### config.mk
export PLATFORM = sky130hd
export DESIGN_NAME = pausable_interval_timer
export DESIGN_NICKNAME = d
export VERILOG_FILES = /design/src/sv/pit_pkg.sv /design/src/sv/pit_mod_unit.sv /design/src/sv/pausable_interval_timer.sv
export SDC_FILE = /design/constraint.sdc
export NUM_CORES = 1
export LEC_CHECK = 0
export ABC_AREA = 1
export BUFFER_PORTS_ARGS = -buffer_cell sky130_fd_sc_hd__buf_2
export CORE_MARGIN = 1
export CORE_UTILIZATION = 48
export DETAILED_ROUTE_END_ITERATION = 7
export PLACE_DENSITY = 0.72
export SETUP_SLACK_MARGIN = 0.15
export SLEW_MARGIN = 15
export SYNTH_ARGS = -nofsm -noshare
export SYNTH_HDL_FRONTEND = slang
export SYNTH_SLANG_ARGS = --single-unit
### constraint.sdc
create_clock -name clk -period 5.6 [get_ports clk]
set_clock_uncertainty 0.15 [all_clocks]
set_input_delay 0.56 -clock clk [delete_from_list [all_inputs] [get_ports clk]]
set_output_delay 0.56 -clock clk [all_outputs]
set_load 0.03 [all_outputs]
### src/sv/pit_pkg.sv
// Package for the pausable interval timer.
// Holds the request codes, register indexes, default widths and the
// status struct of the modulo unit. Depends on nothing.
`default_nettype none

package pit_pkg;

  localparam int TIME_WIDTH_DEF = 32;
  localparam int STEP_WIDTH_DEF = 16;
  localparam int REQ_WIDTH      = 3;
  localparam int OUT_WIDTH      = 32;
  localparam int CFG_DATA_WIDTH = 32;
  localparam int CFG_IDX_WIDTH  = 1;

  localparam logic [REQ_WIDTH-1:0] REQ_ADVANCE = 3'd0;
  localparam logic [REQ_WIDTH-1:0] REQ_START   = 3'd1;
  localparam logic [REQ_WIDTH-1:0] REQ_STOP    = 3'd2;
  localparam logic [REQ_WIDTH-1:0] REQ_PAUSE   = 3'd3;
  localparam logic [REQ_WIDTH-1:0] REQ_RESUME  = 3'd4;
  localparam logic [REQ_WIDTH-1:0] REQ_RESET   = 3'd5;
  localparam logic [REQ_WIDTH-1:0] REQ_TICK    = 3'd6;
  localparam logic [REQ_WIDTH-1:0] REQ_LAP     = 3'd7;

  localparam logic [CFG_IDX_WIDTH-1:0] CFG_INTERVAL = 1'd0;
  localparam logic [CFG_IDX_WIDTH-1:0] CFG_REPEAT   = 1'd1;

  typedef struct packed {
    logic busy;
    logic done;
  } pit_div_stat_t;

endpackage

`default_nettype wire

### src/sv/pit_mod_unit.sv
// Bit-serial modulo unit of the pausable interval timer.
// Produces dividend mod divisor with one restoring subtract per cycle.
// Depends on pit_pkg for its status struct.
`default_nettype none

module pit_mod_unit
  import pit_pkg::*;
#(
  parameter int TIME_WIDTH = TIME_WIDTH_DEF
) (
  input  wire logic                  clk,
  input  wire logic                  rst_n,
  input  wire logic                  start,
  input  wire logic [TIME_WIDTH-1:0] dividend,
  input  wire logic [TIME_WIDTH-1:0] divisor,
  output logic [TIME_WIDTH-1:0]      remainder,
  output pit_div_stat_t              stat
);

  localparam int CW = $clog2(TIME_WIDTH);

  logic                  busy_r, busy_nxt;
  logic                  done_r, done_nxt;
  logic [CW-1:0]         cnt_r, cnt_nxt;
  logic [TIME_WIDTH-1:0] dvd_r, dvd_nxt;
  logic [TIME_WIDTH-1:0] dsr_r, dsr_nxt;
  logic [TIME_WIDTH-1:0] rem_r, rem_nxt;
  logic [TIME_WIDTH:0]   trial;
  logic [TIME_WIDTH:0]   diff;

  assign trial = {rem_r, dvd_r[TIME_WIDTH-1]};
  assign diff  = trial - {1'b0, dsr_r};

  always_comb begin
    busy_nxt = busy_r;
    done_nxt = 1'b0;
    cnt_nxt  = cnt_r;
    dvd_nxt  = dvd_r;
    dsr_nxt  = dsr_r;
    rem_nxt  = rem_r;
    if (start) begin
      busy_nxt = 1'b1;
      cnt_nxt  = '0;
      dvd_nxt  = dividend;
      dsr_nxt  = divisor;
      rem_nxt  = '0;
    end else if (busy_r) begin
      dvd_nxt = {dvd_r[TIME_WIDTH-2:0], 1'b0};
      rem_nxt = diff[TIME_WIDTH] ? trial[TIME_WIDTH-1:0] : diff[TIME_WIDTH-1:0];
      cnt_nxt = cnt_r + 1'b1;
      if (cnt_r == CW'(TIME_WIDTH - 1)) begin
        busy_nxt = 1'b0;
        done_nxt = 1'b1;
      end
    end
  end

  always_ff @(posedge clk) begin
    if (!rst_n) begin
      busy_r <= 1'b0;
      done_r <= 1'b0;
      cnt_r  <= '0;
    end else begin
      busy_r <= busy_nxt;
      done_r <= done_nxt;
      cnt_r  <= cnt_nxt;
    end
  end

  always_ff @(posedge clk) begin
    dvd_r <= dvd_nxt;
    dsr_r <= dsr_nxt;
    rem_r <= rem_nxt;
  end

  assign remainder = rem_r;
  assign stat.busy = busy_r;
  assign stat.done = done_r;

endmodule

`default_nettype wire

### src/sv/pausable_interval_timer.sv
// Top level of the pausable interval timer: request sequencer and state.
// Depends on pit_pkg and uses pit_mod_unit for the interval remainder.
//
// Usage: requests (advance, start, stop, pause, resume, reset, tick, lap)
// arrive on the in_ channel with valid and ready; each item yields exactly
// one result item on the out_ channel with valid and ready. The cfg_ port
// writes interval_ticks (index 0) and repeat_mode (index 1); the user must
// use it only while the timer is idle, as the block does not enforce this,
// and either write clears the interval progress.
// Sequencing: the block takes one item at a time. A plain item goes
// from idle through the execute and done states; its result is loaded
// into the output register as the block returns to idle and is ready
// again. An advance that completes an interval in periodic mode passes
// through the divide state between execute and done and runs the
// bit-serial modulo unit there, one remainder bit per cycle.
// The result sits in an output register; when the receiver stalls, the
// next item may still be accepted and worked on, and it waits before
// its own result is loaded until the register frees up.
// Reset: synchronous, active low; state, counters, run and pause flags
// and settings clear and no result is pending; others are not reset.
`default_nettype none

module pausable_interval_timer
  import pit_pkg::*;
#(
  parameter int TIME_WIDTH = TIME_WIDTH_DEF,
  parameter int STEP_WIDTH = STEP_WIDTH_DEF
) (
  input  wire logic                      clk,
  input  wire logic                      rst_n,
  input  wire logic                      in_valid,
  output logic                           in_ready,
  input  wire logic [REQ_WIDTH-1:0]      in_req_type,
  input  wire logic [STEP_WIDTH-1:0]     in_time_step,
  output logic                           out_valid,
  input  wire logic                      out_ready,
  output logic [OUT_WIDTH-1:0]           out_elapsed,
  output logic [OUT_WIDTH-1:0]           out_delta,
  output logic                           out_fired,
  output logic                           out_is_running,
  output logic                           out_is_paused,
  input  wire logic                      cfg_we,
  input  wire logic [CFG_IDX_WIDTH-1:0]  cfg_index,
  input  wire logic [CFG_DATA_WIDTH-1:0] cfg_data
);

  localparam int SXW = (STEP_WIDTH > TIME_WIDTH) ? STEP_WIDTH : TIME_WIDTH;
  localparam int CXW = (CFG_DATA_WIDTH > TIME_WIDTH) ? CFG_DATA_WIDTH : TIME_WIDTH;
  localparam int OXW = (OUT_WIDTH > TIME_WIDTH) ? OUT_WIDTH : TIME_WIDTH;

  localparam logic [1:0] ST_IDLE = 2'd0;
  localparam logic [1:0] ST_EXEC = 2'd1;
  localparam logic [1:0] ST_DIV  = 2'd2;
  localparam logic [1:0] ST_DONE = 2'd3;

  function automatic logic [TIME_WIDTH-1:0] sat_add(input logic [TIME_WIDTH-1:0] a,
                                                    input logic [TIME_WIDTH-1:0] b);
    logic [TIME_WIDTH:0] s;
    s = {1'b0, a} + {1'b0, b};
    return s[TIME_WIDTH] ? {TIME_WIDTH{1'b1}} : s[TIME_WIDTH-1:0];
  endfunction

  logic [1:0]            state_r, state_nxt;
  logic [REQ_WIDTH-1:0]  req_r;
  logic [TIME_WIDTH-1:0] dt_r;
  logic [SXW-1:0]        step_x;
  logic [CXW-1:0]        cfg_x;

  logic                  run_r, run_nxt;
  logic                  pause_r, pause_nxt;
  logic [TIME_WIDTH-1:0] banked_r, banked_nxt;
  logic [TIME_WIDTH-1:0] seg_r, seg_nxt;
  logic [TIME_WIDTH-1:0] tick_r, tick_nxt;
  logic [TIME_WIDTH-1:0] lap_r, lap_nxt;
  logic [TIME_WIDTH-1:0] prog_r, prog_nxt;
  logic [TIME_WIDTH-1:0] interval_r;
  logic                  repeat_r;
  logic [TIME_WIDTH-1:0] delta_r, delta_nxt;
  logic                  fired_r, fired_nxt;
  logic [TIME_WIDTH-1:0] prog_sum;

  logic                  div_start;
  logic [TIME_WIDTH-1:0] div_rem;
  pit_div_stat_t         div_stat;

  logic                  live;
  logic [TIME_WIDTH-1:0] elapsed_now;
  logic [OXW-1:0]        elapsed_x;
  logic [OXW-1:0]        delta_x;
  logic                  out_valid_r;
  logic [OUT_WIDTH-1:0]  out_elapsed_r, out_delta_r;
  logic                  out_fired_r, out_running_r, out_paused_r;
  logic                  in_fire;
  logic                  load_out;

  assign step_x   = SXW'(in_time_step);
  assign cfg_x    = CXW'(cfg_data);
  assign in_ready = (state_r == ST_IDLE) && !div_stat.busy;
  assign in_fire  = in_valid && in_ready;
  assign live     = run_r && !pause_r;
  assign prog_sum = sat_add(prog_r, dt_r);
  assign load_out = (state_r == ST_DONE) && (!out_valid_r || out_ready);

  always_comb begin
    run_nxt    = run_r;
    pause_nxt  = pause_r;
    banked_nxt = banked_r;
    seg_nxt    = seg_r;
    tick_nxt   = tick_r;
    lap_nxt    = lap_r;
    prog_nxt   = prog_r;
    delta_nxt  = delta_r;
    fired_nxt  = fired_r;
    div_start  = 1'b0;
    state_nxt  = state_r;
    unique case (state_r)
      ST_IDLE: begin
        if (in_fire) begin
          state_nxt = ST_EXEC;
        end
      end
      ST_EXEC: begin
        delta_nxt = '0;
        fired_nxt = 1'b0;
        state_nxt = ST_DONE;
        unique case (req_r)
          REQ_ADVANCE: begin
            lap_nxt = sat_add(lap_r, dt_r);
            if (live) begin
              seg_nxt  = sat_add(seg_r, dt_r);
              tick_nxt = sat_add(tick_r, dt_r);
              if (interval_r != '0) begin
                prog_nxt = prog_sum;
                if (prog_sum >= interval_r) begin
                  fired_nxt = 1'b1;
                  if (repeat_r) begin
                    div_start = 1'b1;
                    state_nxt = ST_DIV;
                  end else begin
                    run_nxt  = 1'b0;
                    prog_nxt = '0;
                  end
                end
              end
            end
          end
          REQ_START: begin
            run_nxt    = 1'b1;
            pause_nxt  = 1'b0;
            banked_nxt = '0;
            prog_nxt   = '0;
            seg_nxt    = '0;
            tick_nxt   = '0;
            lap_nxt    = '0;
          end
          REQ_STOP: begin
            run_nxt    = 1'b0;
            pause_nxt  = 1'b0;
            banked_nxt = '0;
            prog_nxt   = '0;
          end
          REQ_PAUSE: begin
            if (live) begin
              pause_nxt  = 1'b1;
              banked_nxt = sat_add(banked_r, seg_r);
            end
          end
          REQ_RESUME: begin
            if (run_r && pause_r) begin
              pause_nxt = 1'b0;
              seg_nxt   = '0;
              tick_nxt  = '0;
              lap_nxt   = '0;
            end
          end
          REQ_RESET: begin
            banked_nxt = '0;
            prog_nxt   = '0;
            if (live) begin
              seg_nxt  = '0;
              tick_nxt = '0;
              lap_nxt  = '0;
            end
          end
          REQ_TICK: begin
            if (live) begin
              delta_nxt = tick_r;
              tick_nxt  = '0;
            end
          end
          REQ_LAP: begin
            delta_nxt = lap_r;
            lap_nxt   = '0;
          end
          default: begin
          end
        endcase
      end
      ST_DIV: begin
        if (div_stat.done) begin
          prog_nxt  = div_rem;
          state_nxt = ST_DONE;
        end
      end
      ST_DONE: begin
        if (load_out) begin
          state_nxt = ST_IDLE;
        end
      end
      default: begin
        state_nxt = ST_IDLE;
      end
    endcase
    if (cfg_we && ((cfg_index == CFG_INTERVAL) || (cfg_index == CFG_REPEAT))) begin
      prog_nxt = '0;
    end
  end

  pit_mod_unit #(
    .TIME_WIDTH (TIME_WIDTH)
  ) u_mod (
    .clk       (clk),
    .rst_n     (rst_n),
    .start     (div_start),
    .dividend  (prog_sum),
    .divisor   (interval_r),
    .remainder (div_rem),
    .stat      (div_stat)
  );

  always_ff @(posedge clk) begin
    if (!rst_n) begin
      state_r    <= ST_IDLE;
      run_r      <= 1'b0;
      pause_r    <= 1'b0;
      banked_r   <= '0;
      seg_r      <= '0;
      tick_r     <= '0;
      lap_r      <= '0;
      prog_r     <= '0;
      interval_r <= '0;
      repeat_r   <= 1'b0;
    end else begin
      state_r  <= state_nxt;
      run_r    <= run_nxt;
      pause_r  <= pause_nxt;
      banked_r <= banked_nxt;
      seg_r    <= seg_nxt;
      tick_r   <= tick_nxt;
      lap_r    <= lap_nxt;
      prog_r   <= prog_nxt;
      if (cfg_we) begin
        unique case (cfg_index)
          CFG_INTERVAL: begin
            interval_r <= cfg_x[TIME_WIDTH-1:0];
          end
          CFG_REPEAT: begin
            repeat_r <= cfg_data[0];
          end
          default: begin
          end
        endcase
      end
    end
  end

  always_ff @(posedge clk) begin
    if (in_fire) begin
      req_r <= in_req_type;
      dt_r  <= step_x[TIME_WIDTH-1:0];
    end
    delta_r <= delta_nxt;
    fired_r <= fired_nxt;
  end

  assign elapsed_now = live ? sat_add(banked_r, seg_r) : banked_r;
  assign elapsed_x   = OXW'(elapsed_now);
  assign delta_x     = OXW'(delta_r);

  always_ff @(posedge clk) begin
    if (!rst_n) begin
      out_valid_r <= 1'b0;
    end else if (load_out) begin
      out_valid_r <= 1'b1;
    end else if (out_ready) begin
      out_valid_r <= 1'b0;
    end
  end

  always_ff @(posedge clk) begin
    if (load_out) begin
      out_elapsed_r <= elapsed_x[OUT_WIDTH-1:0];
      out_delta_r   <= delta_x[OUT_WIDTH-1:0];
      out_fired_r   <= fired_r;
      out_running_r <= run_r;
      out_paused_r  <= pause_r;
    end
  end

  assign out_valid      = out_valid_r;
  assign out_elapsed    = out_elapsed_r;
  assign out_delta      = out_delta_r;
  assign out_fired      = out_fired_r;
  assign out_is_running = out_running_r;
  assign out_is_paused  = out_paused_r;

endmodule

`default_nettype wire

==> results_dict.tcl <==
set metrics [dict create \
    grt_pass1_vias 24789 \
    yosysWarnings 0 \
    synth_ff_type "dfxtp_1" \
    peakVddDrop_mv 0.321 \
    clkPwrFrac_pct 31.5 \
    synth_area_mm2 0.0284 \
    area_delta_synth_final_pct 10.4 \
    crit_family "simple AND/OR/NAND/NOR gates" \
    status "finished clean" \
    htree_levels 2 \
    worst_pin_slew_ns 1.14 \
    clock-root-buffer "clkbuf_16" \
    wl_per_cell_um 16.6 \
    drv_cap 0 \
    drt_iter0_drc 2514 \
    clk_path_buf_depth 3 \
    cpPeakStageDelay_ns 0.45 \
    rsz0062_at_grt "no" \
    hp-start "in_time_step[4]" \
    report.final.slew_viol_count 0 \
    dp_hpwl_um 62200 \
    die_w_um 245 \
    gr-total-overflow 0 \
    cts_resized 0 \
    finalSetupViolations 0 \
    powerDensity_mw_per_mm2 334 \
    yosysTopAreaCellShare_pct 19.3 \
    postCtsSetupRepairBufs 0 \
    cts_made_buffers 47 \
    cp_data_required_time_ns 5.70 \
    min_path_cells 1 \
    total_power_w 0.0105 \
    routabilityCongestion 0.942 \
    ios 126 \
    postCtsHoldBufs 15 \
    synth_area_leaders "edfxtp_1 (19%), nand2_1 (17%), dfxtp_1 (17%)" \
    seqPwrFrac_pct 36.3 \
    totalWireLength_um 82900 \
    r2r_slack_ns 0.65 \
    antenna_found_initial 2 \
    postSynthCellCount 4105 \
    critPathMaxFanout 32 \
    viasPerCell 5.40 \
    drc 0 \
    cp_cell_sequence "ha_1 -> fa_1 -> nand3_1 -> nand3_1 -> nand2_1 -> nand2_1 -> nand2_1 -> nand2_1 -> nand3_1 -> nand3_1 -> ha_1 -> nand2_1 -> nor2_1 -> nand4_1 -> nor4_1 -> nand2_1 -> nand2_1 -> nand4_1 -> buf_4 -> nand2_1 -> buf_4" \
    placed_cells 4894 \
    holdPathEnd "dt_r[4]" \
    die-area_mm2 0.0602 \
    r2r_cells 21 \
    p_sw_share_pct 37.9 \
    setup_tns_ns 0 \
    ys_types 58 \
    ant_nets 0 \
    synth_common_cells "nand2_1 (1318), inv_1 (511), nand3_1 (391), a21oi_1 (371), nor2_1 (244)" \
    cpMaxStageDelayCell "edfxtp_1" \
    drtPass1Iterations 6 \
    num_rows 88 \
    path_buf_inv 2 \
    finalCritPeriodShare_pct 88.4 \
    power_frac_comb_pct 32.2 \
    r2r_end "u_mod.dvd_r[28]" \
    clkTransAtPathRegs_ns 0.06 \
    fin_nets 4423 \
    worstSkewPairLatency_ns 0.61 \
    die_h_um 245 \
    rr_startpoint "dt_r[0]" \
    synth_area_per_cell_um2 6.92 \
    cp.arrival_ns 5.05 \
    final_cells 4997 \
    timing.fmax_ghz 0.202 \
    synth_edf_count 183 \
    grt_max_degree 73 \
    grt_usage_pct 27.5 \
    critPathMostFrequentCell "nand2_1" \
    worst_setup_path_end_kind "flip-flop" \
    port_buffers 125 \
    synth_most_common_cell "nand2_1" \
    slew_headroom_pct 23.6 \
    utilization_pct 54.0 \
    grt_pass1_wl_um 132000 \
    fill_cells 5638 \
    yosys_register_bits 420 \
    min_period_ns 4.95 \
    critPathKind "reg -> reg" \
    num_vias 26959 \
    seq_area_frac_synth_pct 36.0 \
    power.leakage_nw 14.7 \
    syn_nets 4335 \
    hp-class "in -> reg" \
    p_int_w 0.00651 \
    async_flop_share_pct 0 \
    layout-drive-gt1-share_pct 8.51 \
    start_util_pct 48.9 \
    cp-start-kind "flip-flop" \
    yosysTopAreaCell "edfxtp_1" \
    hold_viol_final 0 \
    cts_tree "built" \
    p_sw_w 0.00398 \
    core_mm2 0.0581 \
    diodes 0 \
    cts.sinks 420 \
]
[cells in the final DEF (no fill, tap or decap), types with 46 or more instances in the layout]
cell,count
nand4_1,53
clkbuf_16,49
xor2_1,46
nand2_1,1318
buf_2,125
nor2_1,241
a21oi_1,370
dfxtp_1,237
ha_1,166
nand3_1,391
inv_1,510
edfxtp_1,183
o21ai_0,127
[registers in the layout, summed over array words and instances, names as in the netlist, 2 cells and up]
name / cells
banked_r: 32
delta_r: 32
dt_r: 16
interval_r: 32
lap_r: 32
out_delta: 32
out_elapsed: 32
prog_r: 32
req_r: 3
seg_r: 32
state_r: 2
tick_r: 32
u_mod.cnt_r: 5
u_mod.dsr_r: 32
u_mod.dvd_r: 32
u_mod.remainder: 32
[power by group through the flow]
stage | Sequential, W | Clock, W | Combinational, W
floorplan | 0.00390 | 0 | 0.00229
finish | 0.00381 | 0.00331 | 0.00338
detailed placement | 0.00386 | 0 | 0.00330
global route | 0.00383 | 0.00346 | 0.00377
global placement | 0.00385 | 0 | 0.00328
CTS | 0.00380 | 0.00335 | 0.00333
[through the flow]
stage          worst slack (ns)  hold slack (ns)  area (um^2)
2_1_floorplan              1.08            0.250        28400
3_3_place_gp              0.758            0.252        29600
3_5_place_dp              0.661            0.256        29600
4_1_cts                   0.652          0.00157        31400
5_1_grt                   0.186          0.00282        31400
6_report                  0.650           0.0162        31400
[routing by layer]
metal,global-route usage [%],part of all wire (%),up-vias
met5,0,0.027,-
met4,8.26,2.9,4
met3,6.28,9.4,123
met2,39.6,40,992
met1,40.3,47,12225
li1,-,-,13615
[how the worst max path moves through the flow]
stage / start / to / slack, ns / depth (start not counted)
2_1_floorplan: dt_r[0] / u_mod.dvd_r[0] / 1.08 / 22
3_3_place_gp: dt_r[0] / u_mod.dvd_r[26] / 0.76 / 21
3_5_place_dp: dt_r[0] / u_mod.dvd_r[27] / 0.66 / 21
4_1_cts: dt_r[0] / u_mod.dvd_r[28] / 0.65 / 21
5_1_grt: dt_r[0] / u_mod.done_r / 0.19 / 21
6_report: dt_r[0] / u_mod.dvd_r[28] / 0.65 / 21
[logic make-up after synthesis]
| logic type | after synthesis | share of synthesized area, % |
|---|---|---|
| xor gates and xnor gates | 81 | 2.50 |
| DFF | 420 | 36.0 |
| and+or+nand+nor | 2178 | 32.9 |
| buffers and inverters | 652 | 9.21 |
| AOI/OAI and AO/OA | 601 | 11.6 |
| adders and majority gates | 173 | 7.77 |
[area by class of cell]
class	count	area, um^2	area share, %
clock buffer	61	1330	4.24
clock inverter	27	315	1.01
inverter	531	2000	6.36
multi-input combinational	3033	15600	49.7
sequential	420	10200	32.6
tap	765	957	3.05
timing repair buffer	160	938	2.99
(Power assumes the default switching activity.)
